[src/pra_ram.sv]
// Generic single-port RAM with registered read.
// No dependencies.
module pra_ram #(
  parameter int Width = 8,
  parameter int Depth = 16
) (
  input  logic                     clk_i,
  input  logic                     we_i,
  input  logic [$clog2(Depth)-1:0] addr_i,
  input  logic [Width-1:0]         wdata_i,
  output logic [Width-1:0]         rdata_o
);
  logic [Width-1:0] mem_q [Depth];
  always_ff @(posedge clk_i) begin
    if (we_i) begin
      mem_q[addr_i] <= wdata_i;
    end
    rdata_o <= mem_q[addr_i];
  end
endmodule

[config.mk]
export PLATFORM = sky130hd
export DESIGN_NAME = pra_ram
export DESIGN_NICKNAME = d
export VERILOG_FILES = /design/src/pra_ram.sv
export SDC_FILE = /design/constraint.sdc
export NUM_CORES = 1
export LEC_CHECK = 0
export ABC_AREA = 0
export BUFFER_PORTS_ARGS = -buffer_cell sky130_fd_sc_hd__buf_2
export CAP_MARGIN = 10
export CORE_MARGIN = 2
export CORE_UTILIZATION = 30
export DETAILED_ROUTE_END_ITERATION = 10
export GPL_TIMING_DRIVEN = 0
export PLACE_DENSITY_LB_ADDON = 0.08
export SYNTH_ARGS = -nofsm -noshare
export SYNTH_HDL_FRONTEND = slang
export SYNTH_SLANG_ARGS = --single-unit
[constraint.sdc]
create_clock -name clk_i -period 1.8 [get_ports clk_i]
set_input_delay 0 -clock clk_i [delete_from_list [all_inputs] [get_ports clk_i]]
set_output_delay 0 -clock clk_i [all_outputs]
set_load 0.1 [all_outputs]
# ---- Yosys cells after proc, flatten, opt, wreduce, memory -nomap -nowiden
# Memories as Yosys holds them, arrays and structs flattened. A register that Yosys moved wholly into a read port is not among the register bits.
# Cells that the tools add are included.
dict set report word_totals {
  latch_bits 0
  output_inout_bits 8
  ram_bits 128
  reg_bits 0
  in_bits 14
  mem_count 1
  romBits 0
}
# name depth word_bits rd rd_ports_with_merged_regs write_ports line_no
set mem_list {}
lappend mem_list {mem_q 16 8 1 1 1 13} ;# logic [Width-1:0] mem_q [Depth];
dict set report classes {
  n_div 0
  magnitude_cmp 0
  muxes 2
  bitwise_logic 0
  n_reduce_logical 0
  add_sub_neg 0
  shift 0
  mul 0
  eq_ne 0
}
# operator count
set op_table {}
lappend op_table {{$mux W1} 2}

# ---- Logic depth before layout (Yosys ltp)
# Gate-level depths: netlist of run 1.
dict set report logic_depth {
  ltp_word 2
  ltp_mapped 5
}

# ---- Least setup slack after synthesis of run 1
# No wires, ideal clock.
dict set report synth_timing {
  path_kind {input port to flip-flop}
  startpoint {input addr_i[2]}
  endpoint {memory mem_q[0][0] (enable)}
  path_slack_ns 0.307
  arrival_time_ns 1.110
  cell_stages 2
  setup_ns 0.383
  path_cell_list {or3b_2 nor3_1}
}
# element line_no
set synth_lines {}
lappend synth_lines {{from (decl)} 9} ;# input logic [$clog2(Depth)-1:0] addr_i,
lappend synth_lines {{to (decl)} 13}
# No word-level cell before the write port.

# ---- Final worst setup path of run 1
dict set report layout_timing {
  startpoint {input addr_i[1]}
  endpoint {memory mem_q[14][4] (enable)}
}
# No word-level cell before the write port.

==> results.json, run 1 <==
{
  "outcome": "completed",
  "vias": 2371,
  "critPathCapture": "mem_q[14][4]",
  "syn-cell-area_sq_um": 5070,
  "synth_top_family_by_area": "multiplexers",
  "viasPerCell": 4.70,
  "core_area_sq_um": 16500,
  "whs_ns": 0.00601,
  "clkLatencyLatePin_ns": 0.41,
  "diodes": 0,
  "clock_skew_ns": 0.00389,
  "crit_family": "simple AND/OR/NAND/NOR gates",
  "rows": 47,
  "synth_mux_area_share_pct": 14.2,
  "drv_slew": 0,
  "worst_setup_path_end_kind": "register",
  "power_density_nw_per_um2": 1240,
  "io_pins": 22,
  "synth-simple-area-share_pct": 3.21,
  "r2r-start": "mem_q[11][5]",
  "final_common_cell": "edfxtp_1",
  "hold_path_class": "primary input to register",
  "nFillCells": 1523,
  "critPathLaunch": "addr_i[1]",
  "crit_arrival_ns": 1.76,
  "dr.pass1.iters": 4,
  "htreeDepth": 4,
  "path_class": "primary input to register",
  "yosysWarnings": 0,
  "grt_first_pass_wirelength_microns": 16700,
  "max_stage_delay_ns": 0.72,
  "die_width_microns": 134,
  "maxCapViolCount": 0,
  "drt-initial-drc-count": 210,
  "worstPathRequired_ns": 1.84,
  "clockRootBuffer": "clkbuf_16",
  "critPathBufInv": 2,
  "routabilityCongestion": 0.720,
  "ir_drop_mv": 0.632,
  "p_leak_uw": 0.00196,
  "slowest_stage": "nor2_1",
  "start_util_pct": 30.7,
  "crit_chain": "buf_2, buf_1, nand2b_1, nor2_1",
  "routed_wl_microns": 11300,
  "cts_buffer_depth": 2,
  "syn-mean-instance-area_sq_um": 22.0,
  "synth-seq-area-share_pct": 79.0,
  "r2r_end": "rdata_o[5]",
  "reg2reg_depth": 3,
  "cts_tree": "done",
  "maxSlewHeadroom_pct": 38.8,
  "fmax_ghz": 0.581,
  "hold_viol_final": 0,
  "synth-xor-area-share_pct": 0,
  "cp-start-kind": "primary input",
  "min_period_ns": 1.72,
  "syn-instance-count": 230,
  "routedWlPerCell_microns": 22.4,
  "hpwl_microns": 7210,
  "overflow": 0,
  "reg2reg_slack_ns": 0.36,
  "post-route-period-util_pct": 95.6,
  "synth_cell_type_count": 18,
  "rsz0062_at_grt": "true",
  "ant_nets": 0,
  "synth-seq-cells": 136,
  "dp.cells": 471,
  "crit_fanout": 10,
  "synth_compound_area_share_pct": 2.37,
  "area_growth_pct": 20.1,
  "drive_gt1_share_pct": 32.6,
  "final_cell_mix": "128 x edfxtp_1, 32 x mux4_2, 22 x buf_2",
  "stdcell_count": 505,
  "grt_pass1_vias": 2449,
  "cp.depth": 4,
  "synth_fa_ha_area_share_pct": 0,
  "grt.total_usage_pct": 13.7,
  "clkSlewWorstSetupHoldPaths_ns": 0.05,
  "numPortBuffers": 19,
  "antenna_found_initial": 0,
  "drc_errors": 0,
  "tightestPinTransition_ns": 0.915,
  "dieArea_sq_um": 17900,
  "nets": 286,
  "die_h_microns": 134,
  "numClockSinks": 136,
  "syn-num-nets": 244,
  "setup_viol": 0,
  "cts_buffers": 17,
  "grt_max_degree": 17
}
Yosys cell counts:
cell type,count,area [sq um]
mux4_2,32,721
nand2b_1,2,12.5
nor3_1,4,20.0
dfxtp_1,8,160
buf_6,2,22.5
buf_2,2,10.0
nand3_1,1,5.00
nand3b_1,2,15.0
clkbuf_1,2,7.51
edfxtp_1,128,3840
or3b_2,1,8.76
nor2_1,13,48.8
and2_1,1,6.26
a22oi_1,16,120
buf_1,4,15.0
nand2_1,9,33.8
clkbuf_2,1,5.00
nor2b_1,2,12.5
state kept, by name, indices dropped and copies added, names as in the netlist:
| register | flops |
|---|---|
| mem_q | 128 |
| rdata_o | 8 |
power by group:
part / leakage [uW] / total, uW / switching, uW / internal [uW]
clock network: 0.000301 / 3490 / 1220 / 2270
registers: 0.00122 / 3560 / 15.9 / 3540
logic: 0.000438 / 501 / 364 / 138
total: 0.00196 / 7550 / 1600 / 5950
logic make-up after synthesis:
family	Yosys count
DFF	136
and+or+nand+nor	35
muxes	32
AOI/OAI and AO/OA	16
buffers and inverters	11
metrics by stage:
step	TNS, ns	power [uW]	utilization, %	area (sq um)	worst slack [ns]
finish	0	7550	36.8	6090	0.0793
global route	-1.90	7790	36.8	6090	-0.0629
detailed placement	-29.90	4130	33.0	5460	-0.412
global placement	-39.45	4130	32.9	5440	-0.518
floorplan	0	3960	-	5070	0.307
CTS	0	7620	36.8	6080	0.0285
worst reg2reg max path: cells and delay by family, from the launching register on:
kind,cells,cell delay [ns]
and+or+nand+nor,1,0.11
AOI/OAI and AO/OA,1,0.34
muxes,1,0.49
DFF,1,0.37
final cells by class:
class,instances,area [sq um],area share [%]
Sequential cell,136,4000,65.8
Multi-Input combinational cell,83,1020,16.8
Clock buffer,22,474,7.79
Tap cell,220,275,4.52
Timing Repair Buffer,23,128,2.10
Clock inverter,10,124,2.04
Buffer,11,60.1,0.987
how the worst min path moves through the flow:
stage | start | to | depth (start not counted)
3_3_place_gp | wdata_i[1] | mem_q[8][1] | 1
3_5_place_dp | wdata_i[1] | mem_q[8][1] | 1
2_1_floorplan | wdata_i[0] | mem_q[0][0] | 0
5_1_grt | wdata_i[6] | mem_q[14][6] | 1
6_report | wdata_i[6] | mem_q[14][6] | 1
4_1_cts | wdata_i[2] | mem_q[6][2] | 1
per-layer routing:
metal / GRT usage [%] / share of wire, % / vias up / wire (microns)
li1: - / - / 1044 / -
met1: 19.0 / 48 / 1259 / 5390
met2: 20.4 / 47 / 52 / 5340
met3: 3.33 / 3.1 / 16 / 347
met4: 6.68 / 2.2 / 0 / 249
met5: 0 / 0 / - / 0
repair_timing:
action | CTS | global route
setup buffers | 0 | 0
hold endpoints to repair | 19 | 0
gates resized for setup | 0 | 3
hold buffers | 2 | 0
setup endpoints to repair | 0 | 56
Power figures use the tool's default switching activity.
==> inputs of run 2 (changes only) <==
ABC_CLOCK_PERIOD_IN_PS = 2200   (was not set)
clock period = 2.2 ns   (was 1.8 ns; I/O delays follow)
==> results.json, run 2 (synthesized netlist as in run 1, its figures left out) <==
{
  "tightestPinTransition_ns": 0.919,
  "hold_path_depth": 1,
  "grt_first_pass_wirelength_microns": 16700,
  "viasPerCell": 4.70,
  "clkSlewWorstSetupHoldPaths_ns": 0.05,
  "drv_slew": 0,
  "power_density_nw_per_um2": 1020,
  "seqPwrFrac_pct": 47.2,
  "combPwrFrac_pct": 6.6,
  "antenna_found_initial": 0,
  "cts_buffer_depth": 2,
  "path_class": "primary input to register",
  "final_cell_mix": "128 x edfxtp_1, 32 x mux4_2, 22 x buf_2",
  "grt.total_usage_pct": 13.7,
  "io_pins": 22,
  "routed_wl_microns": 11400,
  "drive_gt1_share_pct": 31.6,
  "routedWlPerCell_microns": 22.5,
  "r2r-start": "mem_q[11][5]",
  "largest-register": "mem_q",
  "ant_nets": 0,
  "htreeDepth": 4,
  "slowest_stage": "nor2_1",
  "holdCritStartpoint": "wdata_i[6]",
  "reg2reg_slack_ns": 0.76,
  "crit_arrival_ns": 1.74,
  "clockRootBuffer": "clkbuf_16",
  "drc_errors": 0,
  "die_width_microns": 134,
  "fin_area_sq_um": 6080,
  "grt_max_degree": 17,
  "min_period_ns": 1.70,
  "clock_skew_ns": 0.00361,
  "clkLatencyLatePin_ns": 0.42,
  "dieArea_sq_um": 17900,
  "largest_reg_flops": 128,
  "hpwl_microns": 7210,
  "power.internal_uw": 4870,
  "overflow": 0,
  "rsz0062_at_grt": "false",
  "hold_viol_final": 0,
  "worstPathRequired_ns": 2.24,
  "stdcell_count": 505,
  "final_common_cell": "edfxtp_1",
  "grt_pass1_vias": 2449,
  "p_leak_uw": 0.00196,
  "hold_end": "mem_q[14][6]",
  "cts_setup_buffers": 0,
  "nets": 286,
  "total_power_uw": 6170,
  "numClockSinks": 136,
  "cts.hold.buffers_added": 2,
  "drt-initial-drc-count": 210,
  "cts_buffers": 17,
  "switching_share_pct": 21.2,
  "critPathLaunch": "addr_i[1]",
  "maxSlewHeadroom_pct": 38.5,
  "r2r_end": "rdata_o[5]",
  "routabilityCongestion": 0.720,
  "crit_chain": "buf_2, buf_1, nand2b_1, nor2_1",
  "worst_setup_path_end_kind": "register",
  "ir_drop_mv": 0.518,
  "outcome": "completed",
  "switchingPower_uw": 1310,
  "hold_path_class": "primary input to register",
  "largestRegisters": "mem_q x128, rdata_o x8",
  "dp.cells": 471,
  "start_util_pct": 30.7,
  "nFillCells": 1524,
  "place_area_sq_um": 5460,
  "fmax_ghz": 0.587,
  "cp-start-kind": "primary input",
  "crit_fanout": 10,
  "maxCapViolCount": 0,
  "rows": 47,
  "numPortBuffers": 19,
  "pwr-share-clk_pct": 46.2,
  "reg2reg_depth": 3,
  "post_cts_resized": 0,
  "vias": 2375,
  "max_stage_delay_ns": 0.74,
  "die_h_microns": 134,
  "setup_viol": 0,
  "core_area_sq_um": 16500,
  "diodes": 0,
  "cts_tree": "done",
  "dr.pass1.iters": 4,
  "finalSetupTns_ns": 0,
  "area_growth_pct": 20.0,
  "post-route-period-util_pct": 77.5
}
==> run 2: changes by cell type in the layout (fill, tap and decap cells not counted) <==
cell | previous run | this run
nor2_2 | 3 | 0
nor2_1 | 10 | 13
==> run 2: area by class of cell <==
type                            count  area (sq um)  share of cell area [%]
Sequential cell                   136          4000                    65.9
Buffer                             11          60.1                   0.988
Timing Repair Buffer               23           128                    2.10
Multi-Input combinational cell     83          1010                    16.7
Clock inverter                     10           124                    2.04
Tap cell                          220           275                    4.53
Clock buffer                       22           474                    7.80
==> run 2: power groups by stage <==
stage                     clock (uW)  sequential, uW  combinational [uW]
final                           2850            2910                 409
after global routing            3020            2920                 436
after CTS                       2910            2910                 420
after detailed placement           0            2960                 416
after global placement             0            2960                 413
after floorplan                    0            3090                 149
==> run 2: how the worst max path moves through the flow <==
| stage | endpoint | slack, ns | cells after the start |
|---|---|---|---|
| floorplan | mem_q[0][0] | 0.71 | 2 |
| global placement | mem_q[0][7] | -0.12 | 3 |
| detailed placement | mem_q[7][3] | -0.01 | 4 |
| CTS | mem_q[7][5] | 0.43 | 4 |
| global route | mem_q[10][6] | 0.31 | 4 |
| finish | mem_q[10][4] | 0.50 | 4 |
==> run 2: worst max-delay path, delay by kind of cell <==
kind                   cells  cell delay (ns)
buffers and inverters      2             0.75
and+or+nand+nor            2             0.97
==> run 2: metrics by stage <==
| stage | setup WS [ns] | hold slack (ns) | util [%] |
|---|---|---|---|
| after floorplan | 0.707 | 0.0989 | - |
| after global placement | -0.118 | 0.432 | 32.9 |
| after detailed placement | -0.0122 | 0.436 | 33.0 |
| after CTS | 0.428 | 0.00486 | 36.8 |
| after global routing | 0.312 | 0.0123 | 36.8 |
| final | 0.496 | 0.00495 | 36.8 |
==> run 2: metal layers <==
metal / vias up / global-route usage (%) / routed length (microns)
met5: - / 0 / 0
met4: 0 / 6.68 / 249
met3: 13 / 3.33 / 287
met2: 47 / 20.4 / 5380
met1: 1270 / 19.0 / 5430
li1: 1045 / - / -
